## src/design/bnc_pkg.sv

```systemverilog
`timescale 1ns / 1ps
`default_nettype none

package bnc_pkg;

  localparam int BNC_STACK_DEPTH = 32;

  localparam int SYM_W    = 8;
  localparam int CODE_W   = 3;
  localparam int CSCORE_W = 15;
  localparam int COMP_W   = 64;
  localparam int TOTAL_W  = 32;
  localparam int STATUS_W = 2;

  localparam int Q_DEPTH  = 2;

  // ascii brackets
  localparam logic [SYM_W-1:0] CH_OPEN_PAREN  = 8'h28;
  localparam logic [SYM_W-1:0] CH_OPEN_SQUARE = 8'h5B;
  localparam logic [SYM_W-1:0] CH_OPEN_CURLY  = 8'h7B;
  localparam logic [SYM_W-1:0] CH_OPEN_ANGLE  = 8'h3C;
  localparam logic [SYM_W-1:0] CH_CLOSE_PAREN  = 8'h29;
  localparam logic [SYM_W-1:0] CH_CLOSE_SQUARE = 8'h5D;
  localparam logic [SYM_W-1:0] CH_CLOSE_CURLY  = 8'h7D;
  localparam logic [SYM_W-1:0] CH_CLOSE_ANGLE  = 8'h3E;

  // bracket kind codes, shared by openers and closers
  localparam logic [CODE_W-1:0] CODE_NONE   = 3'd0;
  localparam logic [CODE_W-1:0] CODE_PAREN  = 3'd1;
  localparam logic [CODE_W-1:0] CODE_SQUARE = 3'd2;
  localparam logic [CODE_W-1:0] CODE_CURLY  = 3'd3;
  localparam logic [CODE_W-1:0] CODE_ANGLE  = 3'd4;

  localparam logic [CSCORE_W-1:0] SCORE_PAREN  = 15'd3;
  localparam logic [CSCORE_W-1:0] SCORE_SQUARE = 15'd57;
  localparam logic [CSCORE_W-1:0] SCORE_CURLY  = 15'd1197;
  localparam logic [CSCORE_W-1:0] SCORE_ANGLE  = 15'd25137;

  typedef enum logic [STATUS_W-1:0] {
    ST_BALANCED   = 2'd0,
    ST_CORRUPT    = 2'd1,
    ST_INCOMPLETE = 2'd2,
    ST_OVERFLOW   = 2'd3
  } line_status_t;

  typedef enum logic [2:0] {
    S_IDLE,
    S_EXEC,
    S_CRD,
    S_CACC,
    S_EMIT
  } back_state_t;

  typedef struct packed {
    logic              closer;
    logic [CODE_W-1:0] code;
    logic              eol;
  } bnc_op_t;

  function automatic logic [CODE_W-1:0] opener_code(input logic [SYM_W-1:0] sym);
    logic [CODE_W-1:0] c;
    case (sym)
      CH_OPEN_PAREN:  c = CODE_PAREN;
      CH_OPEN_SQUARE: c = CODE_SQUARE;
      CH_OPEN_CURLY:  c = CODE_CURLY;
      CH_OPEN_ANGLE:  c = CODE_ANGLE;
      default:        c = CODE_NONE;
    endcase
    return c;
  endfunction

  function automatic logic [CODE_W-1:0] closer_need(input logic [SYM_W-1:0] sym);
    logic [CODE_W-1:0] c;
    case (sym)
      CH_CLOSE_PAREN:  c = CODE_PAREN;
      CH_CLOSE_SQUARE: c = CODE_SQUARE;
      CH_CLOSE_CURLY:  c = CODE_CURLY;
      CH_CLOSE_ANGLE:  c = CODE_ANGLE;
      default:         c = CODE_NONE;
    endcase
    return c;
  endfunction

  function automatic logic [CSCORE_W-1:0] closer_score(input logic [CODE_W-1:0] need);
    logic [CSCORE_W-1:0] s;
    case (need)
      CODE_PAREN:  s = SCORE_PAREN;
      CODE_SQUARE: s = SCORE_SQUARE;
      CODE_CURLY:  s = SCORE_CURLY;
      default:     s = SCORE_ANGLE;
    endcase
    return s;
  endfunction

endpackage

`default_nettype wire

```

## src/design/bnc_ram.sv

```systemverilog
`timescale 1ns / 1ps
`default_nettype none

module bnc_ram #(
  parameter int WIDTH = 3,
  parameter int DEPTH = 32
) (
  input  wire logic                     clk,
  input  wire logic                     we,
  input  wire logic [$clog2(DEPTH)-1:0] waddr,
  input  wire logic [WIDTH-1:0]         wdata,
  input  wire logic                     re,
  input  wire logic [$clog2(DEPTH)-1:0] raddr,
  output logic      [WIDTH-1:0]         rdata
);

  logic [WIDTH-1:0] mem_r [DEPTH];

  always_ff @(posedge clk) begin
    if (we) begin
      mem_r[waddr] <= wdata;
    end
    if (re) begin
      rdata <= mem_r[raddr];
    end
  end

endmodule

`default_nettype wire

```

## src/design/bnc_back.sv

```systemverilog
`timescale 1ns / 1ps
`default_nettype none

module bnc_back #(
  parameter int STACK_DEPTH = bnc_pkg::BNC_STACK_DEPTH
) (
  input  wire logic                         clk,
  input  wire logic                         rst_n,
  input  wire logic                         q_valid,
  input  wire bnc_pkg::bnc_op_t             q_op,
  output logic                              q_pop,
  output logic                              empty,
  input  wire logic                         pop,
  output logic [bnc_pkg::STATUS_W-1:0]      out_line_status,
  output logic [bnc_pkg::CSCORE_W-1:0]      out_corruption_score,
  output logic [bnc_pkg::COMP_W-1:0]        out_completion_score,
  output logic [bnc_pkg::TOTAL_W-1:0]       out_running_total
);

  import bnc_pkg::*;

  localparam int AW = $clog2(STACK_DEPTH);
  localparam int LW = $clog2(STACK_DEPTH + 1);

  back_state_t           state_r, state_nxt;
  bnc_op_t               op_r, op_nxt;
  logic [LW-1:0]         level_r, level_nxt;
  logic                  corrupt_r, corrupt_nxt;
  logic                  ovf_r, ovf_nxt;
  logic [CSCORE_W-1:0]   err_r, err_nxt;
  logic [TOTAL_W-1:0]    total_r, total_nxt;
  logic [AW-1:0]         idx_r, idx_nxt;
  logic [COMP_W-1:0]     comp_r, comp_nxt;
  logic                  out_valid_r, out_valid_nxt;
  logic [LW-1:0]         level_dec;
  logic [LW-1:0]         level_nxt_dec;
  logic [TOTAL_W:0]      total_sum;
  logic [CSCORE_W-1:0]   score;
  logic                  out_free;
  logic                  out_load;
  line_status_t          status;

  logic                  we;
  logic [AW-1:0]         waddr;
  logic                  re;
  logic [AW-1:0]         raddr;
  logic [CODE_W-1:0]     rdata;

  bnc_ram #(
    .WIDTH (CODE_W),
    .DEPTH (STACK_DEPTH)
  ) u_stack (
    .clk   (clk),
    .we    (we),
    .waddr (waddr),
    .wdata (op_r.code),
    .re    (re),
    .raddr (raddr),
    .rdata (rdata)
  );

  assign out_free = !out_valid_r || pop;
  assign empty    = !out_valid_r;

  always_comb begin
    if (ovf_r) begin
      status = ST_OVERFLOW;
    end else if (corrupt_r) begin
      status = ST_CORRUPT;
    end else if (level_r == '0) begin
      status = ST_BALANCED;
    end else begin
      status = ST_INCOMPLETE;
    end
  end

  always_comb begin
    state_nxt     = state_r;
    op_nxt        = op_r;
    level_nxt     = level_r;
    corrupt_nxt   = corrupt_r;
    ovf_nxt       = ovf_r;
    err_nxt       = err_r;
    total_nxt     = total_r;
    idx_nxt       = idx_r;
    comp_nxt      = comp_r;
    out_load      = 1'b0;
    q_pop         = 1'b0;
    we            = 1'b0;
    waddr         = level_r[AW-1:0];
    re            = 1'b0;
    level_dec     = level_r - LW'(1);
    raddr         = level_dec[AW-1:0];
    score         = closer_score(op_r.code);
    total_sum     = {1'b0, total_r} + (TOTAL_W+1)'(score);
    level_nxt_dec = '0;

    case (state_r)
      S_IDLE: begin
        if (q_valid) begin
          q_pop     = 1'b1;
          op_nxt    = q_op;
          re        = 1'b1;
          state_nxt = S_EXEC;
        end
      end
      S_EXEC: begin
        if (!corrupt_r && !ovf_r) begin
          if (op_r.closer) begin
            if (level_r != '0 && rdata == op_r.code) begin
              level_nxt = level_dec;
            end else begin
              corrupt_nxt = 1'b1;
              err_nxt     = score;
              total_nxt   = total_sum[TOTAL_W] ? '1 : total_sum[TOTAL_W-1:0];
            end
          end else if (level_r == LW'(STACK_DEPTH)) begin
            ovf_nxt = 1'b1;
          end else begin
            we        = 1'b1;
            level_nxt = level_r + LW'(1);
          end
        end
        level_nxt_dec = level_nxt - LW'(1);
        if (!op_r.eol) begin
          state_nxt = S_IDLE;
        end else begin
          comp_nxt = '0;
          idx_nxt  = level_nxt_dec[AW-1:0];
          if (corrupt_nxt || ovf_nxt || level_nxt == '0) begin
            state_nxt = S_EMIT;
          end else begin
            state_nxt = S_CRD;
          end
        end
      end
      S_CRD: begin
        re        = 1'b1;
        raddr     = idx_r;
        state_nxt = S_CACC;
      end
      S_CACC: begin
        // top first: score = score * 5 + code
        comp_nxt = {comp_r[COMP_W-3:0], 2'b00} + comp_r + COMP_W'(rdata);
        if (idx_r == '0) begin
          state_nxt = S_EMIT;
        end else begin
          idx_nxt   = idx_r - AW'(1);
          state_nxt = S_CRD;
        end
      end
      S_EMIT: begin
        if (out_free) begin
          out_load    = 1'b1;
          level_nxt   = '0;
          corrupt_nxt = 1'b0;
          ovf_nxt     = 1'b0;
          err_nxt     = '0;
          state_nxt   = S_IDLE;
        end
      end
      default: begin
        state_nxt = S_IDLE;
      end
    endcase

    out_valid_nxt = out_load || (out_valid_r && !pop);
  end

  always_ff @(posedge clk) begin
    if (!rst_n) begin
      state_r     <= S_IDLE;
      level_r     <= '0;
      corrupt_r   <= 1'b0;
      ovf_r       <= 1'b0;
      err_r       <= '0;
      total_r     <= '0;
      out_valid_r <= 1'b0;
    end else begin
      state_r     <= state_nxt;
      level_r     <= level_nxt;
      corrupt_r   <= corrupt_nxt;
      ovf_r       <= ovf_nxt;
      err_r       <= err_nxt;
      total_r     <= total_nxt;
      out_valid_r <= out_valid_nxt;
    end
  end

  always_ff @(posedge clk) begin
    op_r   <= op_nxt;
    idx_r  <= idx_nxt;
    comp_r <= comp_nxt;
    if (out_load) begin
      out_line_status      <= status;
      out_corruption_score <= (status == ST_CORRUPT) ? err_r : '0;
      out_completion_score <= (status == ST_INCOMPLETE) ? comp_r : '0;
      out_running_total    <= total_r;
    end
  end

endmodule

`default_nettype wire

```

## config.mk

```make
export PLATFORM = sky130hd
export DESIGN_NAME = bnc_back
export DESIGN_NICKNAME = d
export VERILOG_FILES = /design/src/design/bnc_pkg.sv /design/src/design/bnc_ram.sv /design/src/design/bnc_back.sv
export SDC_FILE = /design/constraint.sdc
export NUM_CORES = 1
export LEC_CHECK = 0
export BUFFER_PORTS_ARGS = -buffer_cell sky130_fd_sc_hd__buf_4
export CAP_MARGIN = 0
export CORE_ASPECT_RATIO = 0.9
export CORE_MARGIN = 3
export CORE_UTILIZATION = 43
export CTS_CLUSTER_DIAMETER = 200
export DETAILED_ROUTE_END_ITERATION = 10
export GPL_TIMING_DRIVEN = 0
export HOLD_SLACK_MARGIN = 0.02
export PLACE_DENSITY_LB_ADDON = 0.12
export SYNTH_ARGS = -nofsm -noshare
export SYNTH_HDL_FRONTEND = slang
export SYNTH_SLANG_ARGS = --single-unit
export TNS_END_PERCENT = 50
```

## constraint.sdc

```tcl
create_clock -name clk -period 5.8 [get_ports clk]
set_input_delay 0.29 -clock clk [delete_from_list [all_inputs] [get_ports clk]]
set_output_delay 0.29 -clock clk [all_outputs]
set_load 0.01 [all_outputs]
```

### Yosys cells after proc, flatten, opt, wreduce, memory -nomap -nowiden

Memories as Yosys holds them, arrays and structs flattened. A register that Yosys moved wholly into a read port is not among the register bits.
Cells that the tools add are included.
Widths: inputs -> output; s select.

| word-level totals | value |
|---|---|
| register bits after elaboration | 246 |
| bits in writable memories | 96 |
| input bits | 9 |
| output and inout port bits | 115 |
| logic and storage cells | 119 |
| memories kept | 1 |

Memories:

| memory | words | bits a word | read ports | clocked after Yosys merged registers in | write ports | line | RTL |
|---|---|---|---|---|---|---|---|
| u_stack.mem_r | 32 | 3 | 1 | 1 | 1 | bnc_ram.sv:17 | `logic [WIDTH-1:0] mem_r [DEPTH];` |

| cells by class | value |
|---|---|
| add/sub/neg operators | 7 |
| equal/unequal tests | 18 |
| mux-type cells | 51 |
| bitwise gates (word level) | 1 |
| reduce and logical (&&, ||, !) cells | 25 |

Operators with widths:

| cell | count |
|---|---|
| $pmux 64 s2 | 1 |
| $add 64x3->64 | 1 |
| $add 64x64->64 | 1 |
| $mux 64 | 1 |
| $mux 15 | 4 |
| $pmux 15 s3 | 1 |
| $mux 6 | 6 |
| $add 32x15->33 | 1 |
| $mux 32 | 1 |
| $pmux 15 s2 | 1 |
| $mux 1 | 19 |
| $mux 3 | 5 |
| $mux 5 | 3 |
| $pmux 3 s5 | 1 |
| $ne 2x2->1 const B | 7 |
| $eq 3x2->1 const B | 4 |
| $logic_not 6->1 | 2 |
| $pmux 6 s2 | 1 |
| $pmux 5 s2 | 1 |
| $sub 5x1->5 const B | 2 |
| $reduce_and 2->1 | 4 |
| $add 6x1->6 const B | 1 |
| $eq 3x1->1 const B | 2 |
| $eq 6x6->1 const B | 1 |
| other kinds (18) | 31 |

### Depth between registers and ports, before layout

Gate-level depths: netlist (run 1).

| depth | value |
|---|---|
| depth in word-level cells | 11 |
| gate-level depth with buffers | 15 |
| mapped depth without buffers | 14 |

### Hierarchy

From an unflattened synthesis (run 1), not the netlist that was laid out.

| second synthesis, totals | value |
|---|---|
| cells, all modules | 1532 |
| area, all modules | 17690.7 um^2 |

Modules (own cells, without submodules):

| module | instances | cells an instance | area an instance (um^2) |
|---|---|---|---|
| bnc_back | 1 | 1347 | 13744.4 |
| bnc_ram | 1 | 185 | 3946.3 |

### Worst setup path before layout (run 1)

No wires, ideal clock.

| timing path | value |
|---|---|
| kind | reg2reg |
| start | register state_r[2] |
| end | register out_completion_score[0] (netlist name) (enable) |
| setup time | 0.458 ns |
| arrival | 3.293 ns |
| data required time | 5.342 ns |
| slack | 2.049 ns |
| cell stages (with the launch flop) | 6 |
| path buffers | 2 |
| clock period less this slack | 3.751 ns |
| cell sequence | dfxtp_1 clkbuf_1 nor3b_1 o21ai_0 clkbuf_1 inv_1 |

| between the ends | value |
|---|---|
| cells in the longest elaborated chain, start to end | 2 |

RTL lines:

| what | line | RTL |
|---|---|---|
| start: declaration | bnc_back.sv:25 | `back_state_t state_r, state_nxt;` |
| start signal: assignment | bnc_back.sv:180 | `state_r <= state_nxt;` |
| $eq 3x3->1 | bnc_back.sv:98 | `case (state_r)` |
| $mux 1 | bnc_back.sv:98 |  |
| net out_load | bnc_back.sv:40 | `logic out_load;` |
| end signal: assignment | bnc_back.sv:197 | `out_completion_score <= (status == ST_INCOMPLETE) ? comp_r : '0;` |
| end: declaration | bnc_back.sv:16 | `output logic [bnc_pkg::COMP_W-1:0] out_completion_score,` |

The timed path passes the listed nets, and every way through them passes these cells.
A chain may end at the register's enable or synchronous reset.

### Worst setup path in the final report (run 1)

| timing path | value |
|---|---|
| start | register op_r[1] (netlist name) |
| end | register total_r[29] |

| between the ends | value |
|---|---|
| cells in the longest elaborated chain, start to end | 4 |

RTL lines:

| what | line | RTL |
|---|---|---|
| start: declaration | bnc_back.sv:26 | `bnc_op_t op_r, op_nxt;` |
| start signal: assignment | bnc_back.sv:191 | `op_r <= op_nxt;` |
| $eq 3x2->1 (tied with other cells) | bnc_pkg.sv:86 | `case (need)` |
| $pmux 15 s3 or $logic_and 1x1->1 (tied branches) | bnc_pkg.sv:86, bnc_back.sv:110 |  |
| $add 32x15->33 or $not 1->1 (tied branches) | -- |  |
| $mux 32 or $reduce_and 4->1 (tied branches) | -- |  |
| end signal: assignment | bnc_back.sv:185 | `total_r <= total_nxt;` |
| end: declaration | bnc_back.sv:31 | `logic [TOTAL_W-1:0] total_r, total_nxt;` |

Several ways; a longest one is shown, not always the timed one.

==> impl_metrics.json, run 1 <==
{
  "outcome": "completed",
  "maxCapViolCount": 0,
  "netlist_area_sq_mm": 0.0182,
  "yosysTopAreaCell": "edfxtp_1",
  "grt_overflow": 0,
  "crit_path_start_kind": "flop",
  "slew_violations": 0,
  "dp_hpwl_um": 32900,
  "design.core.area_sq_mm": 0.0412,
  "crit_arrival_ns": 4.89,
  "antenna_left": 0,
  "final_cell_area_sq_mm": 0.0211,
  "p_total_uw": 5830,
  "cp_max_fo": 34,
  "final_cell_mix": "278 x edfxtp_1, 180 x nor2_1, 140 x ha_1, 130 x nand2_1, 129 x a21oi_1",
  "cts-htree-levels": 2,
  "vias_per_cell": 5.56,
  "gp_routability_congestion": 0.899,
  "syn_area_per_cell_sq_um": 10.6,
  "drt-wirelength-per-cell_um": 18.6,
  "antenna_found_initial": 0,
  "finalNetCount": 2031,
  "cp-end-kind": "flop",
  "drc_errors": 0,
  "synth_top_area_frac": 0.460,
  "reg2regPathDepth": 15,
  "ctsHoldBuffers": 6,
  "cts_tree": "yes",
  "worst-setup-path-type": "reg2reg",
  "fin_worst_skew_ns": 0.0203,
  "root_buffer": "clkbuf_16",
  "start_util": 0.441,
  "ys_async_sr_fraction": 0,
  "min_path_type": "in2reg",
  "hold_slack_ns": 0.0693,
  "max_slew.worst_pin.slew_ns": 1.34,
  "synthTopCellsByArea": "edfxtp_1 46%, ha_1 9.6%, dfxtp_1 5.6%",
  "reg2reg_slack_ns": 1.39,
  "clock_sinks": 329,
  "ys_types": 76,
  "critPathCapture": "total_r[29]",
  "grt_pass1_vias": 13475,
  "die_h_um": 201,
  "clockBufferDepth": 3,
  "area_growth_syn_to_layout_pct": 16.5,
  "postCtsSetupBuffers": 0,
  "cp.required_ns": 6.28,
  "period_minus_slack_ns": 4.41,
  "port_buffers": 119,
  "period_share": 0.760,
  "clkTransAtPathRegs_ns": 0.06,
  "rows": 70,
  "r2r-end": "total_r[29]",
  "slew_headroom": 0.107,
  "instances_no_fill": 2448,
  "hold_depth": 4,
  "fp.dieArea_sq_mm": 0.0447,
  "worstSkewPairLatency_ns": 0.56,
  "ctsResizeCount": 0,
  "layout-drive-gt1-share": 0.114,
  "finalHoldViolations": 0,
  "io_pins": 124,
  "setup_tns_ns": 0,
  "cts_buffers": 37,
  "mostFrequentLayoutCell": "edfxtp_1",
  "track_usage": 0.201,
  "powerDensity_mw_per_mm2": 276,
  "placed_area_sq_mm": 0.0198,
  "syn-instance-count": 1710,
  "ys.flop_type": "edfxtp_1",
  "p_leak_uw": 0.00825,
  "totalWireLength_um": 45500,
  "drtIter0Drc": 1007,
  "ys.warnings.count": 0,
  "fmax_ghz": 0.227,
  "die-width_um": 223,
  "ys_seq_elements": 329,
  "critPathLaunch": "op_r[1]",
  "grt_pass1_wl_um": 72900,
  "grt_setup_unrepaired": "false",
  "synth_edf_count": 278,
  "ys_seq_area_frac": 0.516,
  "peakVddDrop_mv": 0.178,
  "grt_max_degree": 65,
  "placed_cells": 2373,
  "rr_startpoint": "op_r[1]",
  "dr.pass1.iters": 5,
  "num_vias": 13620,
  "setup_viol": 0
}
[how the worst min path moves through the flow]
stage	from	end	slack, ns
6_report	pop	out_valid_r	0.07
5_1_grt	pop	out_valid_r	0.08
4_1_cts	pop	out_valid_r	0.04
3_5_place_dp	total_r[28]	out_running_total[28]	0.45
3_3_place_gp	total_r[28]	out_running_total[28]	0.44
2_1_floorplan	q_op[0]	op_r[0]	0.39
[routing by layer]
metal	share of wire	vias up	wire length [um]	global-route usage
li1	-	6687	-	-
met1	0.50	6544	22600	0.297
met2	0.43	322	19800	0.307
met3	0.051	67	2300	0.0358
met4	0.020	0	890	0.0524
met5	0	-	0	0
[logic make-up after synthesis]
logic type                 after synthesis  share of synthesized area
buffers and inverters                  139                     0.0323
DFF                                    329                      0.516
muxes                                   16                    0.00882
adders and majority gates              143                     0.0998
other                                    1                   0.000207
AOI/OAI and AO/OA                      404                      0.142
xor gates and xnor gates                81                     0.0391
and+or+nand+nor                        597                      0.162
[cell usage after synthesis (4+ instances only)]
cell	instances
o21ai_1	10
o21ai_0	54
inv_1	50
a22oi_1	4
a21o_1	26
and2_0	4
nor3b_1	4
nand2b_1	10
ha_1	140
nor3_1	30
mux2i_1	16
dfxtp_1	51
and2_1	23
and3_1	71
o21a_1	10
xor2_1	39
xnor2_1	42
nand3_1	51
buf_2	10
clkbuf_1	65
o21bai_1	15
o211ai_1	9
nor2b_1	27
o311ai_0	4
buf_4	8
a211oi_1	53
or3_1	10
nand3b_1	7
nand2_1	131
nor2_1	180
a211o_1	6
nor4_1	6
o22ai_1	4
a41oi_1	6
nand4_1	25
o31ai_1	10
a21oi_1	129
a31oi_1	31
edfxtp_1	278
[cell type report]
type                       instances  area, sq um
antenna                            1         2.50
buffer                            88          395
clock buffer                      41          941
clock inverter                    26          345
fill                            3759        20000
inverter                          51          194
multi-input combinational       1245         8220
sequential                       329         9370
tap                              540          676
timing repair buffer             127          996
[where the power goes]
group	total (uW)	switching (uW)	internal, uW
Clock	2480	987	1500
Sequential	2650	42.0	2610
Combinational	690	434	257
[state kept, by name, summed over array words and instances, names as in the netlist]
name and count:
total_r 32, op_r 5, err_r 7, u_stack.rdata 3, ovf_r 1, level_r 6, idx_r 5, out_valid_r 1
u_stack.mem_r 96, state_r 3, out_completion_score 64, corrupt_r 1, out_line_status 2, comp_r 64, out_running_total 32, out_corruption_score 7
[critical path, stage by stage (launching register included)]
cell and delay (ns):
edfxtp_1 1.19, nor2b_1 0.29, inv_1 0.14, nor2_1 0.22, inv_1 0.09, fa_1 0.42, nor2b_1 0.13, o21ai_1 0.08
a21boi_0 0.25, o21ai_0 0.27, o21ai_2 0.40, nand2_4 0.13, nor3_4 0.35, buf_6 0.20, nor3_1 0.07, nor3_2 0.08
[per-stage QoR]
step / setup WS [ns] / utilization
2_1_floorplan: 2.05 / -
3_3_place_gp: 0.620 / 0.479
3_5_place_dp: 1.34 / 0.480
4_1_cts: 1.31 / 0.513
5_1_grt: 0.925 / 0.513
6_report: 1.39 / 0.514
Note: power is estimated with default switching activity, not from simulation.
==> inputs of run 2 (changes only) <==
Clock period 5.8 ns to 4.3 ns, I/O delays scaled along.
==> run 2 against run 1 <==
- first-iteration DRC count is 7.1% higher
- global-route usage is 0.10 points higher
- sequential share of layout area is 0.21 points lower
- flip-flop and latch count stayed put
- core utilization is 0.25 points higher
- critical path type unchanged
==> impl_metrics.json, run 2 (synthesis gave the netlist of run 1 again) <==
{
  "period_share": 0.938,
  "track_usage": 0.202,
  "design.core.area_sq_mm": 0.0412,
  "slew_headroom": 0.283,
  "outcome": "completed",
  "cts_buffers": 37,
  "holdCritStartpoint": "q_op[3]",
  "switching_share": 0.252,
  "grt_overflow": 0,
  "drt-wirelength-per-cell_um": 18.7,
  "crit_path_start_kind": "flop",
  "p_sw_uw": 1980,
  "r2r-end": "comp_r[63]",
  "max_slew.worst_pin.slew_ns": 1.08,
  "start_util": 0.441,
  "fmax_ghz": 0.248,
  "period_minus_slack_ns": 4.03,
  "clock_sinks": 329,
  "slew_violations": 0,
  "final_cell_area_sq_mm": 0.0212,
  "cts-htree-levels": 2,
  "p_total_uw": 7870,
  "final_cell_mix": "278 x edfxtp_1, 180 x nor2_1, 140 x ha_1, 131 x buf_4, 130 x nand2_1",
  "die-width_um": 223,
  "peakVddDrop_mv": 0.240,
  "p_leak_uw": 0.00830,
  "dp_hpwl_um": 32900,
  "intPower_uw": 5890,
  "worstSkewPairLatency_ns": 0.56,
  "grt_pass1_wl_um": 73200,
  "rows": 70,
  "largestRegisters": "u_stack.mem_r: 96 flops, comp_r: 64 flops, out_completion_score: 64 flops",
  "largest_register_ffs": 96,
  "finalNetCount": 2039,
  "dr.pass1.iters": 5,
  "fin_worst_skew_ns": 0.0211,
  "critPathLaunch": "comp_r[2]",
  "worst-setup-path-type": "reg2reg",
  "die_h_um": 201,
  "fp.dieArea_sq_mm": 0.0447,
  "grt_max_degree": 65,
  "clockBufferDepth": 3,
  "crit_arrival_ns": 4.33,
  "maxCapViolCount": 0,
  "fillers": 3747,
  "top_register": "u_stack.mem_r",
  "finalHoldViolations": 0,
  "antenna_found_initial": 0,
  "antenna_left": 0,
  "root_buffer": "clkbuf_16",
  "mostFrequentLayoutCell": "edfxtp_1",
  "num_vias": 13616,
  "hold_depth": 2,
  "cp-end-kind": "flop",
  "reg2reg_slack_ns": 0.27,
  "port_buffers": 119,
  "rr_startpoint": "comp_r[2]",
  "grt_pass1_vias": 13479,
  "drtIter0Drc": 1078,
  "powerDensity_mw_per_mm2": 371,
  "cts_tree": "yes",
  "cp_max_fo": 4,
  "drc_errors": 0,
  "io_pins": 124,
  "layout-drive-gt1-share": 0.119,
  "placed_area_sq_mm": 0.0198,
  "pwr-share-seq": 0.453,
  "area_growth_syn_to_layout_pct": 17.0,
  "holdPathEnd": "op_r[3]",
  "vias_per_cell": 5.54,
  "setup_viol": 0,
  "reg2regPathDepth": 12,
  "cp.required_ns": 4.60,
  "p_clk_frac": 0.426,
  "clkTransAtPathRegs_ns": 0.06,
  "gp_routability_congestion": 0.899,
  "grt_setup_unrepaired": "false",
  "totalWireLength_um": 45900,
  "pwr-share-comb": 0.122,
  "min_path_type": "in2reg"
}
run 2: changes by cell type in the layout (fill, tap and decap cells not counted), sizes merged:
cell	previous run	this run
dlygate4sd3	6	8
buf	144	150
run 2: layout make-up:
class                           instances  area [sq um]  area share
Multi-Input combinational cell       1245          8250       0.388
Timing Repair Buffer                  135          1070      0.0505
Buffer                                 88           395      0.0186
Antenna cell                            1          2.50    0.000118
Clock buffer                           41           941      0.0443
Clock inverter                         26           345      0.0163
Tap cell                              540           676      0.0318
Inverter                               51           194     0.00913
Sequential cell                       329          9370       0.441
run 2: metrics by stage:
stage | worst slack [ns] | utilization | hold WS (ns) | setup TNS, ns | std cells
3_5_place_dp | -0.159 | 0.480 | 0.395 | -1.36 | 2373
3_3_place_gp | -0.880 | 0.479 | 0.394 | -115.88 | 2372
2_1_floorplan | 0.549 | - | 0.314 | 0 | 1713
4_1_cts | 0.0615 | 0.514 | 0.347 | 0 | 2450
5_1_grt | 0.00708 | 0.516 | 0.377 | 0 | 2455
6_report | 0.268 | 0.516 | 0.385 | 0 | 2456
run 2: routing by layer:
layer / up-vias / wire, um / track usage / part of all wire
met4: 0 / 904 / 0.0533 / 0.020
met3: 73 / 2450 / 0.0351 / 0.053
met1: 6507 / 22600 / 0.299 / 0.49
met5: - / 0 / 0 / 0
li1: 6714 / - / - / -
met2: 322 / 19900 / 0.308 / 0.43
run 2: power by group through the flow:
stage	clock network, uW	logic (uW)	registers, uW
floorplan	0	661	3630
global placement	0	902	3650
global route	3540	1070	3570
CTS	3430	935	3580
finish	3350	957	3570
detailed placement	0	911	3650
run 2: worst max-delay path by stage:
stage,end,slack (ns),cells past startpoint
4_1_cts,comp_r[63],0.06,12
2_1_floorplan,out_completion_score[0],0.55,5
6_report,comp_r[63],0.27,12
3_5_place_dp,total_r[29],-0.16,15
5_1_grt,comp_r[50],0.007,12
3_3_place_gp,out_completion_score[30],-0.88,5
run 2: repair_timing:
item,in CTS,in global routing
hold buffers,8,0
gates resized for setup,0,4
endpoints found under the hold margin,14,0
setup buffers,2,4
setup endpoints to repair,15,25
run 2: worst max-delay path, cell delays in order (launching register included):
cell and delay [ns]:
edfxtp_1 0.40, inv_1 0.16, fa_1 0.48, fa_1 0.47, nand2b_1 0.18, a21o_1 0.19, a21o_1 0.18, a21oi_1 0.37
a21boi_1 0.27, o31ai_2 0.50, o21ai_1 0.28, mux2i_1 0.20, o211ai_1 0.10
==> inputs of run 3 (changes only) <==
Settings changed: CORE_MARGIN 3 to 5.
==> run 3 against run 2 <==
- hold slack improved by 0.0022 ns
- die area rose by 3.8%
- clock power fell by 7.5%
- register-to-register slack better by 0.05 ns
- sequential share of layout area increased by 0.20 points
- first-iteration DRC count grew 6.9%
- via count increased by 1.4%
- critical endpoint unchanged
- largest cell class unchanged
- largest power group unchanged
==> impl_metrics.json, run 3 (synthesis gave the netlist of run 1 again) <==
{
  "outcome": "completed",
  "clkTransAtPathRegs_ns": 0.06,
  "top_register": "u_stack.mem_r",
  "port_buffers": 119,
  "placed_cells": 2380,
  "powerDensity_mw_per_mm2": 360,
  "gp_routability_congestion": 0.872,
  "rows": 71,
  "clock_sinks": 329,
  "root_buffer": "clkbuf_16",
  "totalWireLength_um": 46300,
  "layout-drive-gt1-share": 0.116,
  "holdPathEnd": "op_r[1]",
  "reg2regPathDepth": 12,
  "design.core.area_sq_mm": 0.0418,
  "die-width_um": 227,
  "setup_viol": 0,
  "grt_pass1_vias": 13376,
  "largestRegisters": "u_stack.mem_r: 96 flops, comp_r: 64 flops, out_completion_score: 64 flops",
  "largest_register_ffs": 96,
  "cp_max_fo": 4,
  "p_leak_uw": 0.00825,
  "crit_arrival_ns": 4.27,
  "cts_tree": "yes",
  "drt-wirelength-per-cell_um": 18.8,
  "hold_depth": 2,
  "antenna_left": 0,
  "grt_setup_unrepaired": "false",
  "fp.dieArea_sq_mm": 0.0464,
  "slowest_stage": "o31ai_2",
  "holdCritStartpoint": "q_op[1]",
  "grt_pass1_wl_um": 72700,
  "placed_area_sq_mm": 0.0198,
  "fin_worst_skew_ns": 0.0147,
  "mostFrequentLayoutCell": "edfxtp_1",
  "drtIter0Drc": 1152,
  "start_util": 0.435,
  "num_vias": 13808,
  "grt_max_degree": 65,
  "worstSkewPairLatency_ns": 0.55,
  "crit_path_start_kind": "flop",
  "area_growth_syn_to_layout_pct": 16.5,
  "r2r-end": "comp_r[63]",
  "io_pins": 124,
  "drc_errors": 0,
  "track_usage": 0.195,
  "grt_overflow": 0,
  "period_minus_slack_ns": 3.98,
  "slew_violations": 0,
  "critPathMaxStageDelay_ns": 0.49,
  "max_slew.worst_pin.slew_ns": 1.02,
  "fmax_ghz": 0.251,
  "finalHoldViolations": 0,
  "critPathLaunch": "comp_r[2]",
  "vias_per_cell": 5.60,
  "reg2reg_slack_ns": 0.32,
  "period_share": 0.925,
  "dp_hpwl_um": 33400,
  "dr.pass1.iters": 5,
  "fillers": 3797,
  "finalNetCount": 2039,
  "cp-end-kind": "flop",
  "worst-setup-path-type": "reg2reg",
  "clockBufferDepth": 3,
  "slew_headroom": 0.313,
  "antenna_found_initial": 2,
  "cp.required_ns": 4.59,
  "final_cell_mix": "278 x edfxtp_1, 180 x nor2_1, 140 x ha_1, 131 x buf_4, 130 x nand2_1",
  "crit_chain": "inv_1 > fa_1 > fa_1 > nand2b_1 > a21o_1 > a21o_1 > a21oi_1 > a21boi_1 > o31ai_2 > o21ai_1 > mux2i_1 > o211ai_1",
  "die_h_um": 205,
  "instances_no_fill": 2464,
  "rr_startpoint": "comp_r[2]",
  "peakVddDrop_mv": 0.323,
  "final_cell_area_sq_mm": 0.0211,
  "cts-htree-levels": 2,
  "min_path_type": "in2reg",
  "cts_buffers": 37,
  "setup_tns_ns": 0,
  "maxCapViolCount": 0
}
## run 3: cell types whose count changed in the layout (fill, tap and decap cells not counted), moves of 2 or more
cell       delta
buf_8         -2
buf_6         +2
clkinv_2      -3
inv_6         +2
clkbuf_1      +3
bufinv_16     -5
## run 3: critical path: cells and delay by family, from the launching register on
kind | cells | cell delay [ns]
AO/OA/AOI/OAI | 7 | 1.86
adder cells (fa/ha/maj) | 2 | 0.93
AND/OR/NAND/NOR | 1 | 0.18
flip-flops | 1 | 0.41
multiplexers | 1 | 0.21
buffers and inverters | 1 | 0.12
## run 3: stage by stage
step           total power, uW  utilization  worst slack, ns  hold slack [ns]
5_1_grt                   7960        0.507           0.0950            0.368
3_5_place_dp              4560        0.474           -0.128            0.396
4_1_cts                   7700        0.505           0.0373            0.351
2_1_floorplan             4290            -            0.549            0.314
3_3_place_gp              4560        0.473            -1.01            0.395
6_report                  7620        0.507            0.322            0.387
## run 3: how the worst max path moves through the flow
stage,to,slack [ns],cells after the start
finish,comp_r[63],0.32,12
global route,comp_r[49],0.1,12
CTS,total_r[25],0.04,13
detailed placement,total_r[29],-0.13,15
global placement,out_completion_score[20],-1.01,5
floorplan,out_completion_score[0],0.55,5
## run 3: power breakdown
group / switching [uW] / total (uW) / internal [uW] / leakage [uW]
clock: 1320 / 3100 / 1780 / 0.000572
sequential: 45.2 / 3570 / 3520 / 0.00298
combinational: 605 / 958 / 353 / 0.00470
## run 3: metal layers
metal	GRT usage	wire length, um	up-vias
met5	0	0	-
met4	0.0488	995	0
met3	0.0281	2590	68
met2	0.295	20000	392
met1	0.296	22800	6619
li1	-	-	6729
## run 3: timing repair
| item | in CTS | in global routing |
|---|---|---|
| hold endpoints to repair | 12 | 0 |
| buffers inserted | 1 | 6 |
| resized for setup | 0 | 3 |
| hold buffers | 8 | 0 |
| setup endpoints to repair | 16 | 25 |
## run 3: area by class of cell
cell class	count	area (sq um)	share of cell area
multi-input combinational	1245	8240	0.390
clock inverter	21	203	0.00958
sequential	329	9370	0.443
antenna	2	5.00	0.000237
inverter	51	194	0.00917
tap	547	684	0.0324
timing repair buffer	135	1060	0.0503
buffer	88	395	0.0187
clock buffer	46	991	0.0469
